## config.mk

```make
export PLATFORM = sky130hd
export DESIGN_NAME = hex_field_formatter_flat
export DESIGN_NICKNAME = d
export VERILOG_FILES = /design/src/sv/hff_pkg.sv /design/src/sv/hff_if.sv /design/src/sv/hff_front.sv /design/src/sv/hff_queue.sv /design/src/sv/hff_back.sv /design/src/sv/hex_field_formatter.sv /design/src/flat_wrapper.sv
export SDC_FILE = /design/constraint.sdc
export NUM_CORES = 1
export LEC_CHECK = 0
export ABC_CLOCK_PERIOD_IN_PS = 3000
export BUFFER_PORTS_ARGS = -buffer_cell sky130_fd_sc_hd__buf_2
export CAP_MARGIN = 40
export CORE_MARGIN = 2
export CORE_UTILIZATION = 55
export CTS_CLUSTER_SIZE = 30
export DETAILED_ROUTE_END_ITERATION = 10
export PLACE_DENSITY = 0.87
export SYNTH_ARGS = -nofsm -noshare
export SYNTH_HDL_FRONTEND = slang
export SYNTH_SLANG_ARGS = --single-unit
```

## constraint.sdc

```tcl
create_clock -name clk_i -period 3 [get_ports clk_i]
set_input_delay 0.3 -clock clk_i [delete_from_list [all_inputs] [get_ports clk_i]]
set_output_delay 0.3 -clock clk_i [all_outputs]
set_load 0.02 [all_outputs]
```

## src/sv/hff_pkg.sv

```systemverilog
// hff_pkg: shared constants, command type and character helpers for the
// hex field formatter. No dependencies; every other file but hff_if imports it.
package hff_pkg;

  // Largest field width and precision taken from a request.
  localparam int MaxField = 62;
  // The field must fit in 64 characters, so limits never exceed 62.
  localparam int FieldCap = 62;
  localparam logic [5:0] FieldLim = 6'((MaxField > FieldCap) ? FieldCap : MaxField);

  // Command queue between front and back.
  localparam int QueueDepth = 4;
  localparam int QPtrW      = $clog2(QueueDepth);

  // ASCII codes
  localparam logic [6:0] ChSpace = 7'h20;
  localparam logic [6:0] ChZero  = 7'h30;
  localparam logic [6:0] ChLowX  = 7'h78;
  localparam logic [6:0] ChUpX   = 7'h58;
  localparam logic [6:0] ChLowA  = 7'h61;
  localparam logic [6:0] ChUpA   = 7'h41;

  // Classified field: what the back end has to emit, run by run.
  typedef struct packed {
    logic [31:0] value;
    logic [3:0]  ndig;       // hex digits of value, 1..8
    logic [5:0]  zeros;      // precision zeros ahead of the digits
    logic [5:0]  pad;        // padding characters
    logic        lead_sp;    // padding goes in front as spaces
    logic        lead_zero;  // padding goes after the prefix as zeros
    logic        trail_sp;   // padding goes last as spaces
    logic        prefix;     // emit 0x / 0X
    logic        upper;      // uppercase digits and X
  } hff_cmd_t;

  // Map one nibble to its ASCII hex digit.
  function automatic logic [6:0] hex_char(input logic [3:0] nib, input logic upper);
    logic [6:0] base;
    base = upper ? ChUpA : ChLowA;
    if (nib < 4'd10) begin
      hex_char = ChZero + {3'b000, nib};
    end else begin
      hex_char = base + {3'b000, nib} - 7'd10;
    end
  endfunction

endpackage

```

## src/sv/hff_if.sv

```systemverilog
// hff_if: valid/ready channels of the hex field formatter, the request
// channel and the character channel. No package dependencies.
interface hff_in_if;
  logic        valid;
  logic        ready;
  logic [31:0] value;
  logic [5:0]  field_width;
  logic        has_precision;
  logic [5:0]  min_digits;
  logic        pad_zero;
  logic        left_justify;
  logic        alt_prefix;
  logic        upper_case;

  modport source (
    output valid, value, field_width, has_precision, min_digits,
           pad_zero, left_justify, alt_prefix, upper_case,
    input  ready
  );
  modport sink (
    input  valid, value, field_width, has_precision, min_digits,
           pad_zero, left_justify, alt_prefix, upper_case,
    output ready
  );
endinterface

interface hff_out_if;
  logic       valid;
  logic       ready;
  logic [6:0] character;
  logic       last;

  modport source (output valid, character, last, input ready);
  modport sink   (input valid, character, last, output ready);
endinterface

```

## src/sv/hff_front.sv

```systemverilog
// hff_front: accepts a request word and classifies it into run lengths.
// Depends on hff_pkg and hff_in_if.
module hff_front (
  hff_in_if.sink              in_i,
  input  logic                full_i,
  output logic                push_o,
  output hff_pkg::hff_cmd_t   cmd_o
);
  import hff_pkg::*;

  logic [5:0] width_c;
  logic [5:0] pdig_c;
  logic [3:0] ndig_c;
  logic       zero_c;
  logic       pre_c;
  logic [5:0] body_c;
  logic [6:0] used_c;

  // Take a word whenever the queue has room.
  assign in_i.ready = !full_i;
  assign push_o     = in_i.valid && !full_i;

  // Count significant nibbles, at least one.
  always_comb begin
    ndig_c = 4'd1;
    for (int i = 1; i < 8; i++) begin
      if (in_i.value[4*i +: 4] != 4'd0) begin
        ndig_c = 4'(i + 1);
      end
    end
  end

  // Saturate width and precision, then size the body and padding.
  always_comb begin
    width_c = (in_i.field_width > FieldLim) ? FieldLim : in_i.field_width;
    pdig_c  = (in_i.min_digits > FieldLim) ? FieldLim : in_i.min_digits;
    zero_c  = in_i.pad_zero && !in_i.has_precision && !in_i.left_justify;
    pre_c   = in_i.alt_prefix && (in_i.value != 32'd0);
    body_c  = (in_i.has_precision && (pdig_c > {2'b00, ndig_c})) ? pdig_c
                                                                 : {2'b00, ndig_c};
    used_c  = {1'b0, body_c} + (pre_c ? 7'd2 : 7'd0);

    cmd_o.value     = in_i.value;
    cmd_o.ndig      = ndig_c;
    cmd_o.zeros     = body_c - {2'b00, ndig_c};
    cmd_o.pad       = ({1'b0, width_c} > used_c) ? 6'({1'b0, width_c} - used_c) : 6'd0;
    cmd_o.lead_sp   = !in_i.left_justify && !zero_c;
    cmd_o.lead_zero = zero_c;
    cmd_o.trail_sp  = in_i.left_justify;
    cmd_o.prefix    = pre_c;
    cmd_o.upper     = in_i.upper_case;
  end

endmodule

```

## src/sv/hff_queue.sv

```systemverilog
// hff_queue: short FIFO of classified commands between front and back.
// Depends on hff_pkg.
module hff_queue (
  input  logic              clk_i,
  input  logic              rst_ni,
  input  logic              push_i,
  input  hff_pkg::hff_cmd_t cmd_i,
  output logic              full_o,
  input  logic              pop_i,
  output logic              avail_o,
  output hff_pkg::hff_cmd_t head_o
);
  import hff_pkg::*;

  hff_cmd_t         mem_q [QueueDepth];
  logic [QPtrW-1:0] wr_ptr_q, wr_ptr_d;
  logic [QPtrW-1:0] rd_ptr_q, rd_ptr_d;
  logic [QPtrW:0]   count_q, count_d;

  assign full_o  = (count_q == (QPtrW+1)'(QueueDepth));
  assign avail_o = (count_q != '0);
  assign head_o  = mem_q[rd_ptr_q];

  // Advance pointers and occupancy.
  always_comb begin
    wr_ptr_d = push_i ? wr_ptr_q + 1'b1 : wr_ptr_q;
    rd_ptr_d = pop_i  ? rd_ptr_q + 1'b1 : rd_ptr_q;
    count_d  = count_q;
    if (push_i && !pop_i) begin
      count_d = count_q + 1'b1;
    end else if (pop_i && !push_i) begin
      count_d = count_q - 1'b1;
    end
  end

  always_ff @(posedge clk_i or negedge rst_ni) begin
    if (!rst_ni) begin
      wr_ptr_q <= '0;
      rd_ptr_q <= '0;
      count_q  <= '0;
    end else begin
      wr_ptr_q <= wr_ptr_d;
      rd_ptr_q <= rd_ptr_d;
      count_q  <= count_d;
    end
  end

  // Store entries.
  always_ff @(posedge clk_i) begin
    if (push_i) begin
      mem_q[wr_ptr_q] <= cmd_i;
    end
  end

  a_no_pop_empty: assert property (@(posedge clk_i) disable iff (!rst_ni)
    pop_i |-> avail_o) else $error("queue popped while empty");
  a_no_push_full: assert property (@(posedge clk_i) disable iff (!rst_ni)
    push_i |-> !full_o) else $error("queue pushed while full");
  a_count_bound: assert property (@(posedge clk_i) disable iff (!rst_ni)
    count_q <= (QPtrW+1)'(QueueDepth)) else $error("queue occupancy out of range");

endmodule

```

## src/sv/hff_back.sv

```systemverilog
// hff_back: run sequencer; emits one character per cycle, unless stalled, from a
// queued command into a registered output stage. Depends on hff_pkg, hff_out_if.
module hff_back (
  input  logic              clk_i,
  input  logic              rst_ni,
  input  logic              avail_i,
  input  hff_pkg::hff_cmd_t head_i,
  output logic              pop_o,
  hff_out_if.source         out_o
);
  import hff_pkg::*;

  typedef enum logic [7:0] {
    ST_IDLE  = 8'b0000_0001,
    ST_LEAD  = 8'b0000_0010,
    ST_PFX0  = 8'b0000_0100,
    ST_PFXX  = 8'b0000_1000,
    ST_ZPAD  = 8'b0001_0000,
    ST_PZERO = 8'b0010_0000,
    ST_DIGIT = 8'b0100_0000,
    ST_TRAIL = 8'b1000_0000
  } phase_e;

  phase_e     state_q, state_d;
  logic [5:0] cnt_q, cnt_d;
  hff_cmd_t   cmd_q;
  logic       out_valid_q, out_valid_d;
  logic [6:0] out_char_q, out_char_d;
  logic       out_last_q, out_last_d;

  logic       adv;
  logic       emit;
  logic       load;
  phase_e     first_ph;
  phase_e     next_ph;
  logic [2:0] dig_idx;
  logic [3:0] nib;

  // Runs that are not empty for a command, one bit per phase.
  function automatic logic [7:0] run_mask(input hff_cmd_t c);
    logic pad_nz;
    pad_nz   = (c.pad != 6'd0);
    run_mask = {c.trail_sp && pad_nz, 1'b1, c.zeros != 6'd0, c.lead_zero && pad_nz,
                c.prefix, c.prefix, c.lead_sp && pad_nz, 1'b0};
  endfunction

  // Lowest non-empty run after the current one, or idle.
  function automatic phase_e next_run(input logic [7:0] mask, input phase_e cur);
    logic [7:0] above;
    logic [7:0] low;
    above = mask & ~(cur | (cur - 8'd1));
    low   = above & (~above + 8'd1);
    next_run = (above == 8'd0) ? ST_IDLE : phase_e'(low);
  endfunction

  // Characters in one run.
  function automatic logic [5:0] run_len(input hff_cmd_t c, input phase_e ph);
    unique case (ph) inside
      ST_LEAD, ST_ZPAD, ST_TRAIL: run_len = c.pad;
      ST_PFX0, ST_PFXX:           run_len = 6'd1;
      ST_PZERO:                   run_len = c.zeros;
      ST_DIGIT:                   run_len = {2'b00, c.ndig};
      default:                    run_len = 6'd0;
    endcase
  endfunction

  assign adv      = !out_valid_q || out_o.ready;
  assign load     = (state_q == ST_IDLE) && avail_i;
  assign emit     = (state_q != ST_IDLE) && adv;
  assign pop_o    = load;
  assign first_ph = next_run(run_mask(head_i), ST_IDLE);
  assign next_ph  = next_run(run_mask(cmd_q), state_q);
  assign dig_idx  = cnt_q[2:0] - 3'd1;
  assign nib      = 4'(cmd_q.value >> {dig_idx, 2'b00});

  // Step through the runs of the current command.
  always_comb begin
    state_d = state_q;
    cnt_d   = cnt_q;
    if (load) begin
      state_d = first_ph;
      cnt_d   = run_len(head_i, first_ph);
    end else if (emit) begin
      if (cnt_q == 6'd1) begin
        state_d = next_ph;
        cnt_d   = run_len(cmd_q, next_ph);
      end else begin
        cnt_d = cnt_q - 6'd1;
      end
    end
  end

  // Pick the character of the current run.
  always_comb begin
    unique case (state_q) inside
      ST_LEAD, ST_TRAIL: out_char_d = ChSpace;
      ST_PFX0, ST_ZPAD, ST_PZERO: out_char_d = ChZero;
      ST_PFXX:  out_char_d = cmd_q.upper ? ChUpX : ChLowX;
      ST_DIGIT: out_char_d = hex_char(nib, cmd_q.upper);
      default:  out_char_d = ChSpace;
    endcase
    out_last_d  = (cnt_q == 6'd1) && (next_ph == ST_IDLE);
    out_valid_d = emit ? 1'b1 : (out_o.ready ? 1'b0 : out_valid_q);
  end

  always_ff @(posedge clk_i or negedge rst_ni) begin
    if (!rst_ni) begin
      state_q     <= ST_IDLE;
      cnt_q       <= '0;
      out_valid_q <= 1'b0;
    end else begin
      state_q     <= state_d;
      cnt_q       <= cnt_d;
      out_valid_q <= out_valid_d;
    end
  end

  // Hold command and output payload.
  always_ff @(posedge clk_i) begin
    if (load) begin
      cmd_q <= head_i;
    end
    if (emit) begin
      out_char_q <= out_char_d;
      out_last_q <= out_last_d;
    end
  end

  assign out_o.valid     = out_valid_q;
  assign out_o.character = out_char_q;
  assign out_o.last      = out_last_q;

  a_run_nonempty: assert property (@(posedge clk_i) disable iff (!rst_ni)
    state_q != ST_IDLE |-> cnt_q != 6'd0) else $error("empty run entered");
  a_last_ends: assert property (@(posedge clk_i) disable iff (!rst_ni)
    emit && out_last_d |=> state_q == ST_IDLE) else $error("last without field end");
  a_end_marks_last: assert property (@(posedge clk_i) disable iff (!rst_ni)
    emit && state_d == ST_IDLE |=> out_o.last) else $error("field end without last");

endmodule

```

## src/sv/hex_field_formatter.sv

```systemverilog
// hex_field_formatter: printf-style %x field formatter, top level.
// Depends on hff_pkg, hff_if, hff_front, hff_queue and hff_back.
//
// Each request word carries a 32-bit value and its field options; the block
// answers with the formatted field, one ASCII character per word, last set on
// the final one. On the output side the back-end sequencer first loads the
// next command from the queue while idle, then emits one character per cycle
// through its output register while the output is not stalled. A field has
// N characters, N being the larger of the saturated field width and prefix
// plus digits (precision included), so 1 to 64 characters per request. The
// front end classifies a request in the cycle it is taken and parks it in a
// four-entry command queue, so up to four requests are accepted while a
// field is still being emitted.
module hex_field_formatter (
  input  logic       clk_i,
  input  logic       rst_ni,
  hff_in_if.sink     in_i,
  hff_out_if.source  out_o
);
  import hff_pkg::*;

  logic     push;
  logic     full;
  logic     pop;
  logic     avail;
  hff_cmd_t cmd;
  hff_cmd_t head;

  hff_front u_front (
    .in_i   (in_i),
    .full_i (full),
    .push_o (push),
    .cmd_o  (cmd)
  );

  hff_queue u_queue (
    .clk_i   (clk_i),
    .rst_ni  (rst_ni),
    .push_i  (push),
    .cmd_i   (cmd),
    .full_o  (full),
    .pop_i   (pop),
    .avail_o (avail),
    .head_o  (head)
  );

  hff_back u_back (
    .clk_i   (clk_i),
    .rst_ni  (rst_ni),
    .avail_i (avail),
    .head_i  (head),
    .pop_o   (pop),
    .out_o   (out_o)
  );

endmodule
```

## src/flat_wrapper.sv

```systemverilog
// flat-port wrapper written by rule: the top's interface ports become plain ports
module hex_field_formatter_flat import hff_pkg::*;
  (clk_i, rst_ni, in_i_valid, in_i_value, in_i_field_width, in_i_has_precision, in_i_min_digits, in_i_pad_zero, in_i_left_justify, in_i_alt_prefix, in_i_upper_case, in_i_ready, out_o_valid, out_o_character, out_o_last, out_o_ready);
  hff_in_if in_i_i ();
  hff_out_if out_o_i ();
  input  logic clk_i;
  input  logic rst_ni;
  input wire logic [$bits(in_i_i.valid)-1:0] in_i_valid;
  input wire logic [$bits(in_i_i.value)-1:0] in_i_value;
  input wire logic [$bits(in_i_i.field_width)-1:0] in_i_field_width;
  input wire logic [$bits(in_i_i.has_precision)-1:0] in_i_has_precision;
  input wire logic [$bits(in_i_i.min_digits)-1:0] in_i_min_digits;
  input wire logic [$bits(in_i_i.pad_zero)-1:0] in_i_pad_zero;
  input wire logic [$bits(in_i_i.left_justify)-1:0] in_i_left_justify;
  input wire logic [$bits(in_i_i.alt_prefix)-1:0] in_i_alt_prefix;
  input wire logic [$bits(in_i_i.upper_case)-1:0] in_i_upper_case;
  output wire logic [$bits(in_i_i.ready)-1:0] in_i_ready;
  output wire logic [$bits(out_o_i.valid)-1:0] out_o_valid;
  output wire logic [$bits(out_o_i.character)-1:0] out_o_character;
  output wire logic [$bits(out_o_i.last)-1:0] out_o_last;
  input wire logic [$bits(out_o_i.ready)-1:0] out_o_ready;
  assign in_i_i.valid = in_i_valid;
  assign in_i_i.value = in_i_value;
  assign in_i_i.field_width = in_i_field_width;
  assign in_i_i.has_precision = in_i_has_precision;
  assign in_i_i.min_digits = in_i_min_digits;
  assign in_i_i.pad_zero = in_i_pad_zero;
  assign in_i_i.left_justify = in_i_left_justify;
  assign in_i_i.alt_prefix = in_i_alt_prefix;
  assign in_i_i.upper_case = in_i_upper_case;
  assign in_i_ready = in_i_i.ready;
  assign out_o_valid = out_o_i.valid;
  assign out_o_character = out_o_i.character;
  assign out_o_last = out_o_i.last;
  assign out_o_i.ready = out_o_ready;
  hex_field_formatter u_core (.clk_i(clk_i), .rst_ni(rst_ni), .in_i(in_i_i), .out_o(out_o_i));
endmodule
```

Word level (Yosys, flattened, before mapping)
Memories as Yosys holds them, arrays and structs flattened. Index checks and enable logic that the tools add are counted.

Register bits: 83. Bits in latches: 0. Bits in writable memories: 212. Bits in read-only memories: 0. Bits of input ports: 53. Output and inout port bits: 10. Word-level logic and storage cells: 152. Memories kept: 1.

Memories: u_core.u_queue.mem_q (words 4, bits a word 53, rd ports 1, clocked after Yosys merged registers in 0, write ports 1, line hff_queue.sv:15) `hff_cmd_t mem_q [QueueDepth];`.

Add/subtract/negate cells: 15. Multipliers: 0. Div/mod/pow operators: 0. $lt $le $gt $ge: 5. Equal/unequal tests: 24. Shift operators: 1. Muxes and demuxes: 32. Bitwise operators: 7. Reduce and logical (&&, ||, !) cells: 50.

Operator list (count): two-way mux 6 bit (9); case mux 6 bit (4 select lines) (2); two-way mux 8 bit (5); nonzero test 32 bit (1); >> shifter 32 x 5 -> 4 bit (1); nonzero test 4 bit (7); AND 8 bit (3); == test 8 x 3 -> 1 bit (second input constant) (3); == test 8 x 4 -> 1 bit (second input constant) (3); == test 8 x 5 -> 1 bit (second input constant) (3); == test 8 x 6 -> 1 bit (second input constant) (3); == test 8 x 7 -> 1 bit (second input constant) (3); two-way mux 4 bit (6); NOT 8 bit (3); nonzero test 6 bit (4); case mux 7 bit (3 select lines) (1); logical AND 1 bit (17); adder 8 x 1 -> 8 bit (second input constant) (2); == test 8 x 1 -> 1 bit (second input constant) (2); == test 8 x 2 -> 1 bit (second input constant) (2); == test 8 bit (second input constant) (2); zero test 8 bit (2); > comparator 6 bit (second input constant) (2); OR reduction 3 bit (3); other kinds (28) (45).

Logic depth before layout (Yosys ltp)
Word-level depth: 14. Gate-level depth with buffers: 24. Depth with buffers taken out: 24.

Cells and area by module
Synthesis repeated with hierarchy kept, for this count alone.

Cells, all modules: 748. Area, all modules: 12893.6 um^2.

By module, submodules not included: hff_queue (instances 1, cells each 311, area an instance 8111.5 um^2, seq. area each 6541.3 um^2); hff_back (instances 1, cells each 269, area an instance 3573.4 um^2, seq. area each 2208.4 um^2); hff_front (instances 1, cells each 168, area an instance 1208.7 um^2, seq. area each 0.0 um^2).

Least setup slack after synthesis
Ideal clock, no wire load.

Kind: input to register. Start point: input port in_i_value[23]. End point: memory u_core.u_queue.mem_q[0][10] in the netlist's numbering (data pin). Library setup time: 0.285 ns. Data arrival time: 4.569 ns. Data required time: 2.715 ns. Setup slack: -1.854 ns. Stages on the path: 22. Buffers on the path: 0. Cells stage by stage: or4_1 -> or2_2 -> a31oi_1 -> nor2_1 -> inv_1 -> ha_1 -> nor2b_1 -> o21a_1 -> o21a_1 -> o21ai_0 -> a21oi_1 -> o21ai_0 -> ha_1 -> and3_1 -> nand2_1 -> xnor2_1 -> ha_1 -> a21o_1 -> a31oi_1 -> nor2b_1 -> o221ai_1 -> nor3_1.

RTL lines: from (decl) (line flat_wrapper.sv:9) `input wire logic [$bits(in_i_i.value)-1:0] in_i_value;`; to (decl) (line hff_queue.sv:15).

==> impl_metrics.yaml <==
run_status:
  outcome: "complete, but fails checks"
  violations: "negative setup slack"
placed_design:
  dpl_cell_area_sq_um: 13900
  dp_slack_ns: -1.83
  placedCellCount: 1127
  port_buffers: 62
  gp_congestion: 0.897
  dp_hpwl_microns: 18200
setup_path:
  cp_slowest_cell: "or4_4"
  worstSetupPathType: "in -> reg"
  cp_max_fo: 6
  critPathArrivalTime_ns: 4.36
  path_delay_family: "compound AO/OA/AOI/OAI gates"
  worst_setup_path_end_kind: "flop"
  slowest_delay_ns: 0.54
  crit_required_ns: 3.30
  cp_cell_sequence: "buf_6 -> or4_4 -> or2_4 -> a31oi_4 -> nor2_2 -> inv_2 -> ha_4 -> nor2b_4 -> o21a_1 -> o21a_1 -> o21ai_2 -> a21oi_2 -> o21ai_2 -> ha_2 -> and3_4 -> nand2_4 -> xnor2_2 -> ha_1 -> a21o_1 -> a31oi_2 -> nor2b_2 -> o221ai_2 -> buf_6 -> nor2_4"
  cp-start-kind: "primary input"
  path_buf_inv: 3
logic_synthesis:
  synthArstFlopShare_pct: 7.46
  netlist_top_cells_area: "edfxtp_1, mux4_2, dfrtp_1"
  synth_edf_count: 273
  seq_area_frac_synth_pct: 69.7
  ys_warn_count: 0
  synth.largest_area_cell: "edfxtp_1"
  synth_nets: 798
  synthFlopType: "edfxtp_1"
  synth.top_cell.area_share_pct: 65.4
  synth_area_sq_um: 12500
  syn-instance-count: 717
  syn_area_per_cell_sq_um: 17.5
  synthDistinctLibCells: 68
  ys_ff_latch: 295
detailed_routing:
  firstDrtPassIters: 5
  routed_wirelength_microns: 30000
  drcViolationCount: 0
  vias_per_cell: 6.23
  first_iter_violations: 858
  wl_per_cell_microns: 25.0
  drtAntennaViolNets: 0
  vias: 7478
floorplanning:
  die_x_microns: 155
  die_area_sq_um: 24000
  die_height_microns: 155
  core_sq_um: 22500
  start_util_pct: 55.7
  core.rowCount: 55
  ios: 63
timing:
  finalCritPeriodShare_pct: 135
  setup_slack_ns: -1.06
  fin_skew_ns: 0.0297
  hold_violations: 0
  setup_viol: 48
  holdWs_ns: 0.0207
  worst_pin_slew_ns: 0.828
  fin_crit_ns: 4.06
  drv_slew: 0
  rsz0062_at_grt: "true"
  max_clock_freq_ghz: 0.246
  timing.slew.headroom_pct: 44.5
clocking:
  clock_tree.root_cell: "clkbuf_16"
  cts_tree: "yes"
  cts-buffers-inserted: 30
  path_clk_slew_ns: 0.06
  cts_buffer_depth: 3
  insertion_delay_ns: 0.58
  htree_levels: 1
  cts.sinks: 295
global_route:
  antenna_found_initial: 1
  grt_max_degree: 54
  grt_pass1_vias: 7702
  gr-total-overflow: 0
  grt_usage_pct: 24.7
  grt_first_pass_wirelength_microns: 44800
power:
  cellLeakagePower_nw: 5.29
  vdd_ir_drop_max_uv: 566
  power_density_nw_per_um2: 728
finish:
  syn_to_final_growth_pct: 20.5
  instances_no_fill: 1201
  finish.utilization_pct: 67.2
  drive_gt1_share_pct: 34.4
  layout.nets: 972
  fill_cells: 1384
  fin_area_sq_um: 15100
run:
  drv_cap: 0
worst_hold_path:
  hp-class: "in -> reg"
where the power goes:
group          total (mW)  switching, mW  leakage (nW)  internal, mW
Clock                3.63           1.57         0.457          2.05
Sequential           5.54          0.269          2.75          5.27
Combinational        1.84           1.12          2.08         0.726
Total                11.0           2.96          5.29          8.05
cell usage in the layout (no fill, tap or decap), types with 6 or more instances in the layout:
cell type / count
edfxtp_1: 273
nand2_1: 41
a21o_1: 9
xnor2_1: 10
nor3_1: 9
o21ai_0: 15
dfrtp_1: 19
buf_2: 58
mux4_1: 8
nand2b_1: 11
nor2_1: 23
nand3_1: 21
xor2_1: 7
clkbuf_16: 30
mux4_2: 53
clkinv_1: 6
a21oi_1: 14
clkbuf_1: 9
dlygate4sd3_1: 8
nand4_1: 7
buf_4: 94
inv_1: 17
a221oi_1: 6
ha_1: 21
nor4_1: 6
sequential cells by signal (all words and copies together) (netlist names):
name,cells
u_core.u_back.cmd_q,53
u_core.u_back.cnt_q,6
u_core.u_back.out_o.character,7
u_core.u_back.out_o.last,1
u_core.u_back.out_o.valid,1
u_core.u_back.state_q,8
u_core.u_queue.count_q,3
u_core.u_queue.mem_q,212
u_core.u_queue.rd_ptr_q,2
u_core.u_queue.wr_ptr_q,2
Yosys cell counts, types with 4 or more instances:
master,count
edfxtp_1,273
mux4_2,53
nand2_1,42
nor2_1,29
ha_1,25
dfrtp_1,21
inv_1,21
nand3_1,21
o21ai_0,20
a21oi_1,17
clkbuf_1,14
nand2b_1,11
xnor2_1,11
nor3_1,10
a21o_1,9
and3_1,8
mux4_1,8
nor4_1,8
xor2_1,8
nand4_1,7
nor2b_1,7
a221oi_1,6
mux2i_1,5
a2111oi_0,4
a31oi_1,4
buf_2,4
nand3b_1,4
o21a_1,4
or4_1,4
final cells by class:
type	instances	area (sq um)	area share, %
sequential	295	8750	57.9
clock inverter	16	160	1.06
tap	285	357	2.36
antenna	1	2.50	0.0165
multi-input combinational	374	3770	24.9
timing repair buffer	168	1190	7.89
clock buffer	40	798	5.28
inverter	22	86.3	0.571
stage by stage:
step	power [mW]	setup TNS, ns
floorplan	6.58	-47.67
global placement	7.16	-65.54
detailed placement	7.32	-71.67
CTS	11.0	-36.12
global route	11.4	-46.70
finish	11.0	-40.35
routing by layer:
layer | GRT usage [%] | wire length (microns)
met3 | 3.68 | 1990
met4 | 8.29 | 660
met2 | 42.9 | 15700
met1 | 32.2 | 11600
met5 | 0 | 0
cell families after synthesis:
logic type | Yosys count | share of synthesized area (%)
xor gates and xnor gates | 19 | 1.33
and+or+nand+nor | 170 | 7.29
AOI/OAI and AO/OA | 88 | 4.96
muxes | 69 | 11.9
adders and majority gates | 28 | 2.97
DFF | 295 | 69.7
buffers and inverters | 48 | 1.85
worst paths after layout:
check | start | end | slack (ns) | cells past startpoint
min in group asynchronous | rst_ni | u_core.u_queue.rd_ptr_q[0]$_DFFE_PN0P_ | 0.25 | 2
max in group asynchronous | rst_ni | u_core.u_queue.rd_ptr_q[0]$_DFFE_PN0P_ | 2.36 | 2
max | in_i_value[23] | u_core.u_queue.mem_q[3][8]$_DFFE_PP_ | -1.06 | 24
min reg2reg | u_core.u_queue.count_q[2]$_DFFE_PN0P_ | u_core.u_queue.count_q[2]$_DFFE_PN0P_ | 0.52 | 1
min | in_i_left_justify | u_core.u_queue.mem_q[0][2]$_DFFE_PP_ | 0.02 | 1
max reg2reg | u_core.u_queue.rd_ptr_q[0]$_DFFE_PN0P_ | u_core.u_back.cnt_q[1]$_DFFE_PN0P_ | 0.15 | 5
timing repair:
action                                  in CTS  in global routing
setup buffers                                6                  3
gates resized for setup                     24                  9
pin swaps                                   18                 14
hold buffers                                 8                  0
cloned                                       0                  0
endpoints found under the setup margin      48                 48
endpoints found under the hold margin       49                  0
Power figures use the tool's default switching activity.
